File: src/hw/rtl/sccr_pkg.sv
// Shared types and constants of the sector cache directory with clock replacement.
`default_nettype none

package sccr_pkg;

   // Default slot count of the directory
   localparam int CACHE_ENTRIES_DEF = 64;

   // Fixed field widths of the request and response beats
   localparam int SECTOR_W = 32;
   localparam int SLOT_W   = 6;

   // Request type codes
   localparam logic REQ_READ  = 1'b0;
   localparam logic REQ_WRITE = 1'b1;

   // Response beat handed from the sequencer to the output register
   typedef struct packed {
      logic                hit;
      logic [SLOT_W-1:0]   slot;
      logic                fill_needed;
      logic                writeback_needed;
      logic [SECTOR_W-1:0] writeback_sector;
   } rsp_type;

endpackage

`default_nettype wire

File: src/hw/rtl/sccr_ram.sv
// Simple dual-port RAM with one write port and one registered read port.
`default_nettype none

module sccr_ram #(
   parameter int WIDTH = 32,
   parameter int DEPTH = 64
) (
   input  wire logic                     clock,
   input  wire logic                     wr_en,
   input  wire logic [$clog2(DEPTH)-1:0] wr_addr,
   input  wire logic [WIDTH-1:0]         wr_data,
   input  wire logic [$clog2(DEPTH)-1:0] rd_addr,
   output logic      [WIDTH-1:0]         rd_data
);

   logic [WIDTH-1:0] mem_ff [DEPTH];
   logic [WIDTH-1:0] rd_data_ff;

   // Write one entry
   always_ff @(posedge clock) begin
      if (wr_en) begin
         mem_ff[wr_addr] <= wr_data;
      end
   end

   // Register the read data
   always_ff @(posedge clock) begin
      rd_data_ff <= mem_ff[rd_addr];
   end

   assign rd_data = rd_data_ff;

endmodule

`default_nettype wire

File: src/hw/rtl/sccr_ctrl.sv
// Sequencer: tag search, clock sweep, victim read and order-list shift over two RAMs.
`default_nettype none

module sccr_ctrl #(
   parameter int CACHE_ENTRIES = sccr_pkg::CACHE_ENTRIES_DEF
) (
   input  wire logic                           clock,
   input  wire logic                           reset,
   input  wire logic                           req_valid,
   output logic                                req_stall,
   input  wire logic                           req_type,
   input  wire logic [sccr_pkg::SECTOR_W-1:0]  req_sector,
   input  wire logic                           rsp_free,
   output logic                                rsp_load,
   output sccr_pkg::rsp_type                   rsp_beat
);

   localparam int IDX_W = $clog2(CACHE_ENTRIES);
   localparam int CNT_W = $clog2(CACHE_ENTRIES + 1);

   // Sequencer states
   localparam logic [2:0] ST_IDLE   = 3'd0;
   localparam logic [2:0] ST_SEARCH = 3'd1;
   localparam logic [2:0] ST_SWEEP  = 3'd2;
   localparam logic [2:0] ST_VICTIM = 3'd3;
   localparam logic [2:0] ST_SHIFT  = 3'd4;
   localparam logic [2:0] ST_FINISH = 3'd5;

   logic [2:0]                    state_ff, state_in;
   logic                          is_write_ff, is_write_in;
   logic [sccr_pkg::SECTOR_W-1:0] sector_ff, sector_in;
   logic [IDX_W-1:0]              idx_ff, idx_in;
   logic [IDX_W-1:0]              slot_ff, slot_in;
   logic [CNT_W-1:0]              count_ff, count_in;
   logic                          hit_ff, hit_in;
   logic                          wb_ff, wb_in;
   logic [sccr_pkg::SECTOR_W-1:0] wb_sector_ff, wb_sector_in;
   logic [CACHE_ENTRIES-1:0]      accessed_ff, accessed_in;
   logic [CACHE_ENTRIES-1:0]      dirty_ff, dirty_in;

   // RAM ports
   logic                          tag_wr_en;
   logic [IDX_W-1:0]              tag_wr_addr;
   logic [IDX_W-1:0]              tag_rd_addr;
   logic [sccr_pkg::SECTOR_W-1:0] tag_rd_data;
   logic                          ord_wr_en;
   logic [IDX_W-1:0]              ord_wr_addr;
   logic [IDX_W-1:0]              ord_wr_data;
   logic [IDX_W-1:0]              ord_rd_addr;
   logic [IDX_W-1:0]              ord_rd_data;

   logic accept;
   logic last_idx;

   sccr_ram #(
      .WIDTH (sccr_pkg::SECTOR_W),
      .DEPTH (CACHE_ENTRIES)
   ) u_tag_ram (
      .clock   (clock),
      .wr_en   (tag_wr_en),
      .wr_addr (tag_wr_addr),
      .wr_data (sector_ff),
      .rd_addr (tag_rd_addr),
      .rd_data (tag_rd_data)
   );

   sccr_ram #(
      .WIDTH (IDX_W),
      .DEPTH (CACHE_ENTRIES)
   ) u_order_ram (
      .clock   (clock),
      .wr_en   (ord_wr_en),
      .wr_addr (ord_wr_addr),
      .wr_data (ord_wr_data),
      .rd_addr (ord_rd_addr),
      .rd_data (ord_rd_data)
   );

   assign req_stall = (state_ff != ST_IDLE);
   assign accept    = req_valid && !req_stall;
   assign last_idx  = ((CNT_W'(idx_ff) + CNT_W'(1)) == count_ff);

   // Advance the sequencer
   always_comb begin
      state_in     = state_ff;
      is_write_in  = is_write_ff;
      sector_in    = sector_ff;
      idx_in       = idx_ff;
      slot_in      = slot_ff;
      count_in     = count_ff;
      hit_in       = hit_ff;
      wb_in        = wb_ff;
      wb_sector_in = wb_sector_ff;
      accessed_in  = accessed_ff;
      dirty_in     = dirty_ff;
      tag_wr_en    = 1'b0;
      tag_wr_addr  = slot_ff;
      ord_wr_en    = 1'b0;
      ord_wr_addr  = idx_ff;
      ord_wr_data  = ord_rd_data;
      rsp_load     = 1'b0;

      unique case (state_ff)
         ST_IDLE: begin
            if (accept) begin
               is_write_in  = (req_type == sccr_pkg::REQ_WRITE);
               sector_in    = req_sector;
               idx_in       = '0;
               hit_in       = 1'b0;
               wb_in        = 1'b0;
               wb_sector_in = '0;
               state_in     = ST_SEARCH;
            end
         end
         ST_SEARCH: begin
            if (count_ff != '0 && tag_rd_data == sector_ff) begin
               // Hit: mark the slot
               hit_in               = 1'b1;
               slot_in              = idx_ff;
               accessed_in[idx_ff]  = 1'b1;
               if (is_write_ff) begin
                  dirty_in[idx_ff] = 1'b1;
               end
               state_in = ST_FINISH;
            end else if (count_ff == '0 || last_idx) begin
               if (count_ff != CNT_W'(CACHE_ENTRIES)) begin
                  // Miss with a free slot: fill the next one
                  slot_in              = count_ff[IDX_W-1:0];
                  idx_in               = count_ff[IDX_W-1:0];
                  tag_wr_en            = 1'b1;
                  tag_wr_addr          = count_ff[IDX_W-1:0];
                  accessed_in[count_ff[IDX_W-1:0]] = 1'b1;
                  dirty_in[count_ff[IDX_W-1:0]]    = is_write_ff;
                  count_in             = count_ff + CNT_W'(1);
                  state_in             = ST_SHIFT;
               end else begin
                  // Miss on a full directory: sweep from the newest entry
                  idx_in   = '0;
                  state_in = ST_SWEEP;
               end
            end else begin
               idx_in = idx_ff + IDX_W'(1);
            end
         end
         ST_SWEEP: begin
            if (!accessed_ff[ord_rd_data]) begin
               slot_in  = ord_rd_data;
               state_in = ST_VICTIM;
            end else begin
               accessed_in[ord_rd_data] = 1'b0;
               idx_in = (idx_ff == IDX_W'(CACHE_ENTRIES - 1)) ? '0 : idx_ff + IDX_W'(1);
            end
         end
         ST_VICTIM: begin
            // Report a dirty victim and install the new tag
            if (dirty_ff[slot_ff]) begin
               wb_in        = 1'b1;
               wb_sector_in = tag_rd_data;
            end
            tag_wr_en            = 1'b1;
            accessed_in[slot_ff] = 1'b1;
            dirty_in[slot_ff]    = is_write_ff;
            state_in             = ST_SHIFT;
         end
         ST_SHIFT: begin
            ord_wr_en = 1'b1;
            if (idx_ff == '0) begin
               ord_wr_data = slot_ff;
               state_in    = ST_FINISH;
            end else begin
               idx_in = idx_ff - IDX_W'(1);
            end
         end
         ST_FINISH: begin
            if (rsp_free) begin
               rsp_load = 1'b1;
               state_in = ST_IDLE;
            end
         end
         default: begin
            state_in = ST_IDLE;
         end
      endcase
   end

   // Read addresses follow the next index; the tag RAM reads the victim slot and the shift reads one entry below
   always_comb begin
      tag_rd_addr = (state_in == ST_VICTIM) ? slot_in : idx_in;
      ord_rd_addr = (state_in == ST_SHIFT) ? idx_in - IDX_W'(1) : idx_in;
   end

   // Build the response beat
   always_comb begin
      rsp_beat.hit              = hit_ff;
      rsp_beat.slot             = sccr_pkg::SLOT_W'(slot_ff);
      rsp_beat.fill_needed      = !hit_ff && !is_write_ff;
      rsp_beat.writeback_needed = wb_ff;
      rsp_beat.writeback_sector = wb_sector_ff;
   end

   // Control state
   always_ff @(posedge clock) begin
      if (reset) begin
         state_ff    <= ST_IDLE;
         count_ff    <= '0;
         accessed_ff <= '0;
         dirty_ff    <= '0;
      end else begin
         state_ff    <= state_in;
         count_ff    <= count_in;
         accessed_ff <= accessed_in;
         dirty_ff    <= dirty_in;
      end
   end

   // Working registers
   always_ff @(posedge clock) begin
      is_write_ff  <= is_write_in;
      sector_ff    <= sector_in;
      idx_ff       <= idx_in;
      slot_ff      <= slot_in;
      hit_ff       <= hit_in;
      wb_ff        <= wb_in;
      wb_sector_ff <= wb_sector_in;
   end

endmodule

`default_nettype wire

File: src/hw/rtl/sector_cache_clock_replacement_top.sv
// Sector cache directory with clock replacement: sequencer plus response register.
// Each request is searched in the tag RAM; a miss fills a free slot, or when full sweeps
// for a victim and reads it; the order list is then shifted. A new request is taken only
// after the response is loaded, which waits while a full response register is stalled.
// Reset clears the state, the fill count and all accessed and dirty bits.
`default_nettype none

module sector_cache_clock_replacement_top #(
   parameter int CACHE_ENTRIES = sccr_pkg::CACHE_ENTRIES_DEF
) (
   input  wire logic                           clock,
   input  wire logic                           reset,
   input  wire logic                           req_valid,
   output logic                                req_stall,
   input  wire logic                           req_type,
   input  wire logic [sccr_pkg::SECTOR_W-1:0]  req_sector,
   output logic                                rsp_valid,
   input  wire logic                           rsp_stall,
   output logic                                rsp_hit,
   output logic      [sccr_pkg::SLOT_W-1:0]    rsp_slot,
   output logic                                rsp_fill_needed,
   output logic                                rsp_writeback_needed,
   output logic      [sccr_pkg::SECTOR_W-1:0]  rsp_writeback_sector
);

   logic              rsp_valid_ff, rsp_valid_in;
   sccr_pkg::rsp_type rsp_ff;
   sccr_pkg::rsp_type rsp_beat;
   logic              rsp_load;
   logic              rsp_free;

   sccr_ctrl #(
      .CACHE_ENTRIES (CACHE_ENTRIES)
   ) u_ctrl (
      .clock      (clock),
      .reset      (reset),
      .req_valid  (req_valid),
      .req_stall  (req_stall),
      .req_type   (req_type),
      .req_sector (req_sector),
      .rsp_free   (rsp_free),
      .rsp_load   (rsp_load),
      .rsp_beat   (rsp_beat)
   );

   // Output register is free when empty or drained this cycle
   assign rsp_free     = !rsp_valid_ff || !rsp_stall;
   assign rsp_valid_in = rsp_load || (rsp_valid_ff && rsp_stall);

   always_ff @(posedge clock) begin
      if (reset) begin
         rsp_valid_ff <= 1'b0;
      end else begin
         rsp_valid_ff <= rsp_valid_in;
      end
   end

   // Hold the beat until taken
   always_ff @(posedge clock) begin
      if (rsp_load) begin
         rsp_ff <= rsp_beat;
      end
   end

   assign rsp_valid            = rsp_valid_ff;
   assign rsp_hit              = rsp_ff.hit;
   assign rsp_slot             = rsp_ff.slot;
   assign rsp_fill_needed      = rsp_ff.fill_needed;
   assign rsp_writeback_needed = rsp_ff.writeback_needed;
   assign rsp_writeback_sector = rsp_ff.writeback_sector;

   // A request is never accepted back to back with the one before
   a_busy_after_accept: assert property (@(posedge clock) disable iff (reset)
      req_valid && !req_stall |=> req_stall)
      else $error("sequencer took back-to-back requests");

   // A hit never asks for a fill or a writeback
   a_hit_no_miss_work: assert property (@(posedge clock) disable iff (reset)
      rsp_valid && rsp_hit |-> !rsp_fill_needed && !rsp_writeback_needed)
      else $error("hit response carries miss work");

   // No writeback means a zero writeback sector
   a_wb_sector_zero: assert property (@(posedge clock) disable iff (reset)
      rsp_valid && !rsp_writeback_needed |-> rsp_writeback_sector == '0)
      else $error("writeback sector set without writeback");

   // A new beat is loaded only into a free output register
   a_load_when_free: assert property (@(posedge clock) disable iff (reset)
      rsp_load |-> !rsp_valid_ff || !rsp_stall)
      else $error("response overwritten while stalled");

endmodule

`default_nettype wire

File: config.mk
export PLATFORM = sky130hd
export DESIGN_NAME = sector_cache_clock_replacement_top
export DESIGN_NICKNAME = d
export VERILOG_FILES = /design/src/hw/rtl/sccr_pkg.sv /design/src/hw/rtl/sccr_ram.sv /design/src/hw/rtl/sccr_ctrl.sv /design/src/hw/rtl/sector_cache_clock_replacement_top.sv
export SDC_FILE = /design/constraint.sdc
export NUM_CORES = 2
export LEC_CHECK = 0
export BUFFER_PORTS_ARGS = -buffer_cell sky130_fd_sc_hd__buf_4
export CORE_MARGIN = 3
export CORE_UTILIZATION = 55
export CTS_BUF_LIST = sky130_fd_sc_hd__clkbuf_4 sky130_fd_sc_hd__clkbuf_8
export CTS_CLUSTER_SIZE = 25
export DETAILED_ROUTE_END_ITERATION = 6
export PLACE_DENSITY = 0.7
export SYNTH_ARGS = -nofsm -noshare
export SYNTH_HDL_FRONTEND = slang
export SYNTH_SLANG_ARGS = --single-unit
File: constraint.sdc
create_clock -name clock -period 6.4 [get_ports clock]
set_input_delay 0.32 -clock clock [delete_from_list [all_inputs] [get_ports clock]]
set_output_delay 0.32 -clock clock [all_outputs]
set_load 0.05 [all_outputs]
==> run_summary.xml <==
<?xml version="1.0" encoding="UTF-8"?>
<metrics>
  <group name="status">
    <metric name="outcome" unit="">complete, but fails checks</metric>
    <metric name="failing_checks" unit="">DRC</metric>
  </group>
  <group name="global_routing">
    <metric name="grt_first_pass_wirelength" unit="um">502000</metric>
    <metric name="groute.usage.overall" unit="%">32.7</metric>
    <metric name="grt_overflow_total" unit="">0</metric>
    <metric name="number_of_antenna_violations_at_the_first_check_in_global_routing" unit="">9</metric>
    <metric name="grt_max_degree" unit="">103</metric>
    <metric name="first_global_vias" unit="">72900</metric>
  </group>
  <group name="timing">
    <metric name="finalHoldViolations" unit="">0</metric>
    <metric name="final.setup_skew" unit="ps">121</metric>
    <metric name="slew_viol_final" unit="">0</metric>
    <metric name="final_critical_path_share_of_the_clock_period" unit="%">98.1</metric>
    <metric name="rsz0062_at_grt" unit="">false</metric>
    <metric name="finalSetupTns" unit="ps">0</metric>
    <metric name="maxSlewHeadroom" unit="%">6.13</metric>
    <metric name="post-route-min-period" unit="ps">6280</metric>
    <metric name="finalSetupViolations" unit="">0</metric>
    <metric name="fmaxAchievable" unit="GHz">0.159</metric>
    <metric name="tightest_slew" unit="ps">1400</metric>
  </group>
  <group name="power">
    <metric name="worst_ir_drop_vdd" unit="mV">0.275</metric>
    <metric name="total_leakage_power" unit="nW">43.2</metric>
    <metric name="power.switching_fraction" unit="%">31.2</metric>
    <metric name="p_seq_share" unit="%">45.0</metric>
    <metric name="intPower" unit="W">0.0323</metric>
    <metric name="power_frac_clock" unit="%">31.6</metric>
    <metric name="power_density" unit="nW/um^2">369</metric>
    <metric name="p_comb_share" unit="%">23.4</metric>
    <metric name="switchingPower" unit="W">0.0146</metric>
  </group>
  <group name="drt">
    <metric name="drt-wirelength-per-cell" unit="um">30.0</metric>
    <metric name="wirelength" unit="um">349000</metric>
    <metric name="vias" unit="">76300</metric>
    <metric name="drc" unit="">1</metric>
    <metric name="route.antenna.remaining_nets" unit="">0</metric>
    <metric name="via_per_inst" unit="">6.56</metric>
    <metric name="drt_first_iter_violations" unit="">11100</metric>
    <metric name="drtPass1Iterations" unit="">7</metric>
  </group>
  <group name="clock_network">
    <metric name="cts_post_setup_buffers_inserted" unit="">0</metric>
    <metric name="clk-insertion-delay-late" unit="ps">1150</metric>
    <metric name="clock_pin_slew_on_the_worst_setup_and_hold_paths" unit="ps">60</metric>
    <metric name="tritoncts.num_buffers" unit="">437</metric>
    <metric name="total_clock_sinks" unit="">2729</metric>
    <metric name="clock_path_buffers" unit="">4</metric>
    <metric name="tritoncts" unit="">yes</metric>
    <metric name="cts.root.buffer_cell" unit="">sky130_fd_sc_hd__clkbuf_8</metric>
    <metric name="h_tree_depth" unit="">5</metric>
  </group>
  <group name="placement">
    <metric name="hpwl" unit="um">204000</metric>
    <metric name="io_buffers" unit="">79</metric>
    <metric name="post_dp_cell_area" unit="um^2">118000</metric>
    <metric name="rd_place_congestion" unit="">0.951</metric>
  </group>
  <group name="logic_synthesis">
    <metric name="leading_register_cell_type_out_of_synthesis" unit="">sky130_fd_sc_hd__edfxtp_1</metric>
    <metric name="netlist-cell-type-count" unit="">82</metric>
    <metric name="postSynth.asyncResetShare" unit="%">0</metric>
    <metric name="mapped_cells" unit="">8291</metric>
    <metric name="synth_top_area_share" unit="%">68.3</metric>
    <metric name="synth_sequential_area_ratio" unit="%">71.7</metric>
    <metric name="total_of_flip_flops_plus_latches_after_synthesis" unit="">2729</metric>
    <metric name="synth_fp_nets" unit="">8333</metric>
    <metric name="synth.cell_area" unit="um^2">112000</metric>
    <metric name="synth.area.top_cells" unit="">sky130_fd_sc_hd__edfxtp_1 (68%), sky130_fd_sc_hd__nand2_1 (5.3%), sky130_fd_sc_hd__dfxtp_1 (3.4%), sky130_fd_sc_hd__mux2i_1 (3.2%), sky130_fd_sc_hd__nand3_1 (2.5%)</metric>
    <metric name="largest_area_contributor_in_the_synthesized_netlist" unit="">sky130_fd_sc_hd__edfxtp_1</metric>
    <metric name="avgSynthCellArea" unit="um^2">13.5</metric>
    <metric name="yosysWarnings" unit="">0</metric>
    <metric name="synth_enable_flop_cells" unit="">2540</metric>
  </group>
  <group name="setup_path">
    <metric name="timing.critical_path.from_type" unit="">register</metric>
    <metric name="critical_path_peak_fanout" unit="">32</metric>
    <metric name="timing.critical_path.arrival" unit="ps">7220</metric>
    <metric name="timing.critical_path.to_type" unit="">register</metric>
    <metric name="timing.setup.critical_path_class" unit="">register to register</metric>
    <metric name="cp_data_required_time" unit="ps">7340</metric>
  </group>
  <group name="die">
    <metric name="io-pin-count" unit="">80</metric>
    <metric name="dieWidth" unit="um">457</metric>
    <metric name="die-area" unit="um^2">209000</metric>
    <metric name="fp.dieH" unit="um">457</metric>
    <metric name="start_util" unit="%">55.6</metric>
    <metric name="placement_rows" unit="">164</metric>
    <metric name="core_area" unit="um^2">201000</metric>
  </group>
  <group name="run">
    <metric name="max_cap_violations" unit="">0</metric>
  </group>
  <group name="final_layout">
    <metric name="num-nets-final" unit="">8698</metric>
    <metric name="layout.cell_area.non_filler" unit="um^2">127000</metric>
    <metric name="final_layout_size_suffix_gt1_share" unit="%">15.6</metric>
    <metric name="commonest_non_fill_non_tap_cell_in_the_layout" unit="">sky130_fd_sc_hd__edfxtp_1</metric>
    <metric name="area_growth_syn_to_layout" unit="%">14.0</metric>
    <metric name="most-common-layout-cells" unit="">sky130_fd_sc_hd__edfxtp_1 (2,540), sky130_fd_sc_hd__nand2_1 (1,566), sky130_fd_sc_hd__nand3_1 (569)</metric>
  </group>
  <group name="worst_hold_path">
    <metric name="worstHoldPathType" unit="">input port to register</metric>
  </group>
</metrics>
[registers in the layout, indices dropped and copies added, names as in the netlist, 7 cells and up]
| name | count |
|---|---|
| u_ctrl.count_ff | 7 |
| u_ctrl.sector_ff | 32 |
| u_ctrl.accessed_ff | 64 |
| u_ctrl.dirty_ff | 64 |
| u_ctrl.wb_sector_ff | 32 |
| u_ctrl.u_order_ram.mem_ff | 384 |
| u_ctrl.u_tag_ram.rd_data | 32 |
| rsp_writeback_sector | 32 |
| u_ctrl.u_tag_ram.mem_ff | 2048 |
[worst paths after layout]
| check | cells past startpoint | slack [ps] | start | to |
|---|---|---|---|---|
| max | 17 | 120 | u_ctrl.idx_ff[1]$_DFF_P_ | u_ctrl.u_tag_ram.rd_data[5]$_DFF_P_ |
| min | 2 | 50 | req_sector[21] | u_ctrl.sector_ff[21]$_DFFE_PP_ |
| max reg2reg | 17 | 120 | u_ctrl.idx_ff[1]$_DFF_P_ | u_ctrl.u_tag_ram.rd_data[5]$_DFF_P_ |
| min reg2reg | 0 | 420 | u_ctrl.wb_sector_ff[9]$_SDFFCE_PN0P_ | rsp_writeback_sector[9]$_DFFE_PP_ |
[routing by layer]
| metal | up-vias | track usage, % | part of all wire [%] |
|---|---|---|---|
| li1 | 32300 | - | - |
| met1 | 37800 | 44.3 | 37 |
| met2 | 5190 | 49.8 | 45 |
| met3 | 1059 | 6.57 | 11 |
| met4 | 2 | 18.7 | 6.4 |
| met5 | - | 0 | 0.0032 |
[power groups by stage]
stage	sequential (W)	combinational, W	clock [W]
CTS	0.0211	0.0108	0.0149
floorplan	0.0214	0.00620	0
detailed placement	0.0215	0.0108	0
finish	0.0211	0.0110	0.0148
global placement	0.0215	0.0106	0
global route	0.0211	0.0115	0.0157
[critical path, stage by stage, from the launching register on]
cell,delay [ps]
sky130_fd_sc_hd__dfxtp_1,600
sky130_fd_sc_hd__inv_2,190
sky130_fd_sc_hd__ha_1,390
sky130_fd_sc_hd__xor2_1,170
sky130_fd_sc_hd__a211o_1,250
sky130_fd_sc_hd__a211oi_1,490
sky130_fd_sc_hd__o211a_1,440
sky130_fd_sc_hd__or3_1,210
sky130_fd_sc_hd__o21a_1,220
sky130_fd_sc_hd__o2111ai_1,120
sky130_fd_sc_hd__a211oi_1,540
sky130_fd_sc_hd__inv_1,270
sky130_fd_sc_hd__a32o_2,320
sky130_fd_sc_hd__and2_1,160
sky130_fd_sc_hd__buf_4,290
sky130_fd_sc_hd__and3_1,220
sky130_fd_sc_hd__a211oi_1,970
sky130_fd_sc_hd__o211ai_1,210
[repair_timing]
action	4_1_cts	5_1_grt
hold endpoints to repair	115	0
hold buffers	66	0
endpoints found under the setup margin	0	3
resized for setup	0	3
[kinds of logic after synthesis]
group | synth area share (%)
compound gates | 8.52
xor+xnor | 0.422
simple gates | 11.7
buf+inv | 2.23
flops | 71.7
fa+ha+maj | 0.0560
mux | 5.40
[area by class of cell]
cell class / instances / area (um^2)
multi-input combinational: 4939 / 30000
fill: 14700 / 73600
sequential: 2729 / 80100
timing repair buffer: 519 / 5250
tap: 2656 / 3320
clock inverter: 133 / 967
antenna: 7 / 17.5
inverter: 30 / 113
clock buffer: 630 / 7570
[synthesized netlist by cell type, drive strengths merged (36+ instances only)]
cell    count
edfxtp   2540
o311ai     50
o21ai     230
o22ai      66
mux4       91
a31oi      77
or3        52
xor2       38
a32oi     129
and3      111
a211oi    111
nand3     569
nand2    1568
buf       156
nand4      46
nor3       93
dfxtp     189
a21oi     395
o211ai    104
a22oi      42
nor2      382
a211o      36
nor4       44
mux2i     358
clkbuf    437
[metrics by stage]
step,cells,hold slack (ps),worst slack (ps),total power [W],utilization [%]
floorplan,8291,400,1300,0.0276,-
global placement,10800,402,203,0.0321,58.8
detailed placement,10800,405,67.3,0.0322,58.8
CTS,11600,3.65,10.9,0.0469,63.3
global route,11600,29.8,52.6,0.0483,63.4
finish,11600,49.7,121,0.0469,63.4
No activity file was read; power rests on OpenSTA's default activity.
